`config.mk`:
```
export PLATFORM = sky130hd
export DESIGN_NAME = rgb_to_hsv_converter_top
export DESIGN_NICKNAME = d
export VERILOG_FILES = /design/src/rhsv_pkg.sv /design/src/rhsv_front.sv /design/src/rhsv_div_step.sv /design/src/rgb_to_hsv_converter_top.sv
export SDC_FILE = /design/constraint.sdc
export NUM_CORES = 2
export LEC_CHECK = 0
export BUFFER_PORTS_ARGS = -buffer_cell sky130_fd_sc_hd__buf_2
export CORE_MARGIN = 3
export CORE_UTILIZATION = 55
export DETAILED_ROUTE_END_ITERATION = 6
export GPL_TIMING_DRIVEN = 0
export PLACE_DENSITY = 0.77
export SLEW_MARGIN = 20
export SYNTH_ARGS = -nofsm -noshare
export SYNTH_HDL_FRONTEND = slang
export SYNTH_SLANG_ARGS = --single-unit
```
`constraint.sdc`:
```
create_clock -name i_clk -period 7.1 [get_ports i_clk]
set_input_delay 1.42 -clock i_clk [delete_from_list [all_inputs] [get_ports i_clk]]
set_output_delay 1.42 -clock i_clk [all_outputs]
set_load 0.02 [all_outputs]
```
`src/rhsv_pkg.sv`:
```
// Shared types for the RGB to HSV converter.
// No dependencies; used by rhsv_front, rgb_to_hsv_converter_top and rhsv_stream_checker.
`default_nettype none

package rhsv_pkg;

    // Which component holds the maximum; red wins ties, then green.
    typedef enum logic [1:0] {
        SECT_RED,
        SECT_GREEN,
        SECT_BLUE
    } t_sector;

endpackage

`default_nettype wire

```
`src/rhsv_front.sv`:
```
// Max/min search and hue sector select for one pixel (combinational).
// Depends on rhsv_pkg (t_sector).
`default_nettype none

module rhsv_front #(
    parameter int COMPONENT_BITS = 8
) (
    input  wire logic [COMPONENT_BITS-1:0] i_red,
    input  wire logic [COMPONENT_BITS-1:0] i_green,
    input  wire logic [COMPONENT_BITS-1:0] i_blue,
    output logic      [COMPONENT_BITS-1:0] o_max,
    output logic      [COMPONENT_BITS-1:0] o_min,
    output rhsv_pkg::t_sector              o_sector,
    output logic      [COMPONENT_BITS:0]   o_diff   // two's complement
);

    logic [COMPONENT_BITS:0] w_r;
    logic [COMPONENT_BITS:0] w_g;
    logic [COMPONENT_BITS:0] w_b;

    assign w_r = {1'b0, i_red};
    assign w_g = {1'b0, i_green};
    assign w_b = {1'b0, i_blue};

    always_comb begin
        if (i_red >= i_green && i_red >= i_blue) begin
            o_sector = rhsv_pkg::SECT_RED;
            o_max    = i_red;
            o_diff   = w_g - w_b;
        end else if (i_green >= i_blue) begin
            o_sector = rhsv_pkg::SECT_GREEN;
            o_max    = i_green;
            o_diff   = w_b - w_r;
        end else begin
            o_sector = rhsv_pkg::SECT_BLUE;
            o_max    = i_blue;
            o_diff   = w_r - w_g;
        end

        o_min = i_red;
        if (i_green < o_min) begin
            o_min = i_green;
        end
        if (i_blue < o_min) begin
            o_min = i_blue;
        end
    end

endmodule

`default_nettype wire

```
`src/rhsv_div_step.sv`:
```
// One restoring division step: optional shift, compare, conditional subtract.
// No dependencies.
`default_nettype none

module rhsv_div_step #(
    parameter int DW    = 8,
    parameter bit SHIFT = 1'b1
) (
    input  wire logic [DW-1:0] i_rem,     // never above i_div
    input  wire logic [DW-1:0] i_div,
    output logic      [DW-1:0] o_rem,
    output logic               o_bit
);

    logic [DW:0] w_trial;
    logic [DW:0] w_diff;

    assign w_trial = SHIFT ? {i_rem, 1'b0} : {1'b0, i_rem};
    assign w_diff  = w_trial - {1'b0, i_div};
    assign o_bit   = (w_trial >= {1'b0, i_div});
    assign o_rem   = o_bit ? w_diff[DW-1:0] : w_trial[DW-1:0];

endmodule

`default_nettype wire

```
`src/rgb_to_hsv_converter_top.sv`:
```
// RGB to HSV pixel converter, top level: stream ports and the stage pipeline.
// Depends on rhsv_pkg, rhsv_front and rhsv_div_step.
//
// Usage
//   Input stream (s_axis): one pixel per transfer, tdata = {blue, green, red},
//   red in the lowest bits, zero padded to whole bytes.
//   Output stream (m_axis): one result per pixel, tdata = {brightness,
//   saturation, hue_turn}, hue in the lowest bits, zero padded to bytes.
//   Hue is a fraction of a turn and saturation a fraction with
//   FRACTION_BITS fraction bits, both truncated; gray pixels give hue 0.
// Pipeline
//   One pixel enters per clock unless every stage is full and m_axis holds
//   off. Stage 0 finds max/min and the sector, stage 1 forms delta and the
//   hue numerator, then FRACTION_BITS + 1 stages run one restoring
//   division step each for saturation, all but the first also one for
//   hue, side by side; the last of them drives m_axis.
// Reset and stalls
//   Synchronous active-low reset empties the pipeline (all valid bits low).
//   Each stage holds its item while the next stage is full and stalled, so
//   empty stages keep filling while m_axis is held off; s_axis tready drops
//   only once every stage holds a pixel. Nothing is dropped or repeated.
`default_nettype none

module rgb_to_hsv_converter_top #(
    parameter int COMPONENT_BITS = 8,
    parameter int FRACTION_BITS  = 16
) (
    input  wire logic               i_clk,
    input  wire logic               i_rst_n,
    // {blue, green, red}, red at bit 0
    input  wire logic [((3*COMPONENT_BITS+7)/8)*8-1:0] i_s_axis_tdata,
    input  wire logic               i_s_axis_tvalid,
    output logic                    o_s_axis_tready,
    // {brightness, saturation, hue_turn}, hue_turn at bit 0
    output logic [((2*FRACTION_BITS+1+COMPONENT_BITS+7)/8)*8-1:0] o_m_axis_tdata,
    output logic                    o_m_axis_tvalid,
    input  wire logic               i_m_axis_tready
);

    localparam int C      = COMPONENT_BITS;
    localparam int F      = FRACTION_BITS;
    localparam int OUT_W  = ((2*F+1+C+7)/8)*8;
    localparam int PAY_W  = 2*F + 1 + C;
    localparam int NSTAGE = F + 3;      // front, numerator, F+1 divide steps
    localparam int HW     = C + 3;      // hue remainder / 6*delta width

    // ---------------- flow control: per-stage valid, rippled ready --------
    logic [NSTAGE-1:0] r_valid;
    logic [NSTAGE:0]   w_rdy;

    assign w_rdy[NSTAGE] = i_m_axis_tready;

    genvar k;
    generate
        for (k = 0; k < NSTAGE; k++) begin : g_flow
            assign w_rdy[k] = !r_valid[k] || w_rdy[k+1];

            always_ff @(posedge i_clk) begin
                if (!i_rst_n) begin
                    r_valid[k] <= 1'b0;
                end else if (w_rdy[k]) begin
                    r_valid[k] <= (k == 0) ? i_s_axis_tvalid : r_valid[(k == 0) ? 0 : k-1];
                end
            end
        end
    endgenerate

    assign o_s_axis_tready = w_rdy[0];

    // ---------------- stage 0: max, min, sector ---------------------------
    logic [C-1:0]      n0_max;
    logic [C-1:0]      n0_min;
    rhsv_pkg::t_sector n0_sector;
    logic [C:0]        n0_diff;

    rhsv_front #(.COMPONENT_BITS(C)) u_front (
        .i_red    (i_s_axis_tdata[C-1:0]),
        .i_green  (i_s_axis_tdata[2*C-1:C]),
        .i_blue   (i_s_axis_tdata[3*C-1:2*C]),
        .o_max    (n0_max),
        .o_min    (n0_min),
        .o_sector (n0_sector),
        .o_diff   (n0_diff)
    );

    logic [C-1:0]      r0_max;
    logic [C-1:0]      r0_min;
    rhsv_pkg::t_sector r0_sector;
    logic [C:0]        r0_diff;

    always_ff @(posedge i_clk) begin
        if (w_rdy[0]) begin
            r0_max    <= n0_max;
            r0_min    <= n0_min;
            r0_sector <= n0_sector;
            r0_diff   <= n0_diff;
        end
    end

    // ---------------- stage 1: delta, hue numerator, 6*delta --------------
    logic [C-1:0]   n1_delta;
    logic [HW-1:0]  n1_d6;
    logic [C+3:0]   n1_base;
    logic [C+3:0]   n1_num_raw;
    logic [C+3:0]   n1_num_wrap;

    always_comb begin
        n1_delta = r0_max - r0_min;
        n1_d6    = {1'b0, n1_delta, 2'b00} + {2'b00, n1_delta, 1'b0};
        unique case (r0_sector)
            rhsv_pkg::SECT_RED:   n1_base = '0;
            rhsv_pkg::SECT_GREEN: n1_base = {3'b000, n1_delta, 1'b0};
            rhsv_pkg::SECT_BLUE:  n1_base = {2'b00, n1_delta, 2'b00};
            default:              n1_base = '0;
        endcase
        n1_num_raw  = n1_base + {{3{r0_diff[C]}}, r0_diff};
        // negative hue wraps by one turn
        n1_num_wrap = n1_num_raw[C+3] ? (n1_num_raw + {1'b0, n1_d6}) : n1_num_raw;
    end

    logic [C-1:0]  r1_max;
    logic [C-1:0]  r1_delta;
    logic [HW-1:0] r1_d6;
    logic [HW-1:0] r1_num;
    logic          r1_gray;

    always_ff @(posedge i_clk) begin
        if (w_rdy[1]) begin
            r1_max   <= r0_max;
            r1_delta <= n1_delta;
            r1_d6    <= n1_d6;
            r1_num   <= n1_num_wrap[HW-1:0];
            r1_gray  <= (n1_delta == '0);
        end
    end

    // ---------------- stages 2 .. F+2: restoring division -----------------
    // Saturation: delta * 2^F / max, F+1 quotient bits, first step unshifted.
    // Hue: num * 2^F / (6*delta), F quotient bits, steps 1 .. F.
    logic [C-1:0]  r_max  [0:F];
    logic [C-1:0]  r_srem [0:F];
    logic [F:0]    r_sq   [0:F];
    logic [HW-1:0] r_d6   [0:F];
    logic [HW-1:0] r_hrem [0:F];
    logic [F-1:0]  r_hq   [0:F];
    logic          r_gray [0:F];

    genvar j;
    generate
        for (j = 0; j <= F; j++) begin : g_div
            logic [C-1:0]  n_srem;
            logic          n_sbit;
            logic [F:0]    n_sq;
            logic [HW-1:0] n_hrem;
            logic [F-1:0]  n_hq;

            if (j == 0) begin : g_first
                rhsv_div_step #(.DW(C), .SHIFT(1'b0)) u_sat (
                    .i_rem (r1_delta),
                    .i_div (r1_max),
                    .o_rem (n_srem),
                    .o_bit (n_sbit)
                );
                assign n_sq   = {{F{1'b0}}, n_sbit};
                assign n_hrem = r1_num;
                assign n_hq   = '0;

                always_ff @(posedge i_clk) begin
                    if (w_rdy[2]) begin
                        r_max[0]  <= r1_max;
                        r_d6[0]   <= r1_d6;
                        r_gray[0] <= r1_gray;
                    end
                end
            end else begin : g_next
                logic n_hbit;

                rhsv_div_step #(.DW(C), .SHIFT(1'b1)) u_sat (
                    .i_rem (r_srem[j-1]),
                    .i_div (r_max[j-1]),
                    .o_rem (n_srem),
                    .o_bit (n_sbit)
                );
                rhsv_div_step #(.DW(HW), .SHIFT(1'b1)) u_hue (
                    .i_rem (r_hrem[j-1]),
                    .i_div (r_d6[j-1]),
                    .o_rem (n_hrem),
                    .o_bit (n_hbit)
                );
                assign n_sq = {r_sq[j-1][F-1:0], n_sbit};
                assign n_hq = {r_hq[j-1][F-2:0], n_hbit};

                always_ff @(posedge i_clk) begin
                    if (w_rdy[j+2]) begin
                        r_max[j]  <= r_max[j-1];
                        r_d6[j]   <= r_d6[j-1];
                        r_gray[j] <= r_gray[j-1];
                    end
                end
            end

            always_ff @(posedge i_clk) begin
                if (w_rdy[j+2]) begin
                    r_srem[j] <= n_srem;
                    r_sq[j]   <= n_sq;
                    r_hrem[j] <= n_hrem;
                    r_hq[j]   <= n_hq;
                end
            end
        end
    endgenerate

    // ---------------- output: gray and black pixels give zero hue and sat -
    logic [F-1:0]     w_hue;
    logic [F:0]       w_sat;
    logic [PAY_W-1:0] w_payload;

    assign w_hue     = r_gray[F] ? '0 : r_hq[F];
    assign w_sat     = r_gray[F] ? '0 : r_sq[F];
    assign w_payload = {r_max[F], w_sat, w_hue};

    assign o_m_axis_tdata  = OUT_W'(w_payload);
    assign o_m_axis_tvalid = r_valid[NSTAGE-1];

endmodule

`default_nettype wire

```
==> impl_metrics.tcl <==
set metrics [dict create \
    crit_fanout 45 \
    grt_pass1_wl_mm 141 \
    initial_core_util_pct 55.9 \
    path_common_cell "buf_2" \
    relSlewSlack_pct 29.8 \
    ys_seq_area_share_pct 59.3 \
    vias_per_cell 5.49 \
    cts_resized 0 \
    crit_chain "buf_2, nor2b_4, inv_2, nor4_4, and3_1, and2_4, and4_4, nand2_2, buf_2" \
    htreeDepth 3 \
    die-area_mm2 0.0927 \
    slew_violations 0 \
    synthCells 3717 \
    antenna_found_initial 0 \
    drt_iter0_markers 1418 \
    vias 28200 \
    cts_buffer_depth 3 \
    diodes 0 \
    grt_overflow 0 \
    cpPeakStageDelay_ns 0.72 \
    synth_edf_count 955 \
    fin_nets 4332 \
    wl_per_cell_um 16.6 \
    die_w_um 304 \
    dr.pass1.iters 5 \
    cts-buffers-inserted 98 \
    arrival_ns 4.45 \
    coreArea_mm2 0.0876 \
    ant_nets 0 \
    gp_congestion 0.882 \
    hold_viol 0 \
    status "finished, final reports clean" \
    syn2layout_area_growth_pct 11.3 \
    endpoint_kind "output pin" \
    tritoncts "yes" \
    synthFlopType "edfxtp_1" \
    finalClockSkew_ns 0.0620 \
    period_needed_ns 5.87 \
    fmax_mhz 170 \
    avgSynthCellArea_um2 13.2 \
    hold_class "register to register" \
    layout-drive-gt1-share_pct 13.4 \
    crit_path_start_kind "input port" \
    drt_wl_total_mm 85.6 \
    max-cap-violations 0 \
    place_hpwl_mm 60.6 \
    post-synth-top-count-cell "edfxtp_1" \
    synth_top_area_share_pct 58.5 \
    yosysTopAreaCell "edfxtp_1" \
    io_pins 78 \
    post_cts_buffers 0 \
    synth_common_cells "edfxtp_1 (955), inv_1 (487), ha_1 (361), nor2_1 (209), mux2_2 (195)" \
    grt_max_degree 62 \
    clk_latency_ns 0.67 \
    grt_pass1_vias 29300 \
    crit_type "input port to output pin" \
    cts-root-buf "clkbuf_16" \
    synth.area.top_cells "edfxtp_1 (59%), ha_1 (9.2%), mux2_2 (4.5%)" \
    finalCritPeriodShare_pct 82.7 \
    cts_sinks 974 \
    syn_area_mm2 0.0490 \
    crit_required_ns 5.68 \
    rows 108 \
    yosys.cell_types.count 79 \
    clk_pin_slew_ns 0.06 \
    track_usage_pct 18.4 \
    fill_cells 6370 \
    hold_buffers 0 \
    portBuffers 69 \
    synth-seq-cells 974 \
    yosysWarnings 0 \
    async_reset_ff_share_pct 0 \
    fin_tns_setup_ns 0 \
    tightest_slew_ns 1.05 \
    die_h_um 304 \
    rsz0062_at_grt "false" \
    drc 0 \
    setup-violations-final 0 \
    critPathSlowestCell "nor4_4" \
]
[critical path: cells and delay by family]
family | cells | cell delay (ns)
buf+inv | 3 | 0.85
simple gates | 6 | 2.17
[final cells by class]
class                   count  area (µm²)  area share (%)
clock inverters            67         815            1.49
flip-flops and latches    974       29100            53.3
repair buffers             82         651            1.19
clock buffers             112        2530            4.63
inverters                 494        1860            3.42
plain buffers              31         198           0.363
well taps                1155        1450            2.65
multi-input cells        2224       18000            32.9
[cell usage in the layout, fill, tap and decap left out, types with 65 or more instances in the layout]
cell / count
edfxtp_1: 955
o21ai_0: 163
mux2_2: 195
nor2b_1: 140
buf_2: 71
ha_1: 361
nand2_1: 82
nor2_1: 209
mux2i_1: 77
a21oi_1: 133
clkbuf_16: 99
nor3_1: 65
xnor2_1: 130
inv_1: 479
[logic make-up after synthesis]
group / synth area share [%]
compound gates: 8.71
xor+xnor: 3.34
fa+ha+maj: 10.8
buf+inv: 4.19
flops: 59.3
mux: 6.06
other cells: 0.00766
simple gates: 7.60
[registers in the layout, indices dropped and copies added (netlist names), 2 cells and up]
signal        cells
r_hrem          161
r0_sector         2
g_div.n_hrem     11
r_srem          128
r0_min            8
r_hq            136
r_sq            153
r1_d6             9
r0_diff           9
r_d6            160
r_gray           17
r1_delta          8
r1_max            8
r_max           136
r_valid          18
r0_max            8
[worst paths after layout]
kind | to | start | cells after the start | slack (ns)
setup / recovery | o_s_axis_tready | i_m_axis_tready | 9 | 1.23
hold reg to reg | r_sq[0][105] | r_sq[0][87] | 0 | 0.39
hold / removal | r_sq[0][105] | r_sq[0][87] | 0 | 0.39
setup reg to reg | g_div[0].n_hrem[10] | r0_max[0] | 18 | 2.41
[per-stage QoR]
stage	setup WS, ns	instances	instance area (µm²)	utilization (%)	hold slack (ns)
6_report	1.23	5139	54500	62.3	0.392
3_5_place_dp	1.17	4960	51200	58.4	0.405
4_1_cts	1.15	5139	54500	62.3	0.390
3_3_place_gp	0.250	4947	50800	58.0	0.401
2_1_floorplan	1.79	3723	49000	-	0.400
5_1_grt	0.971	5139	54500	62.3	0.405
[metal layers]
| metal | share of wire, % | up-vias | track usage (%) |
|---|---|---|---|
| met3 | 3.5 | 210 | 2.65 |
| met5 | 0 | - | 0 |
| met1 | 39 | 13600 | 20.5 |
| met2 | 54 | 544 | 35.3 |
| met4 | 3.2 | 0 | 6.91 |
| li1 | - | 13900 | - |
Power is left out: the tool's default activity adds up to more than one toggle a clock period on the data nets, which glitch-free logic cannot reach.
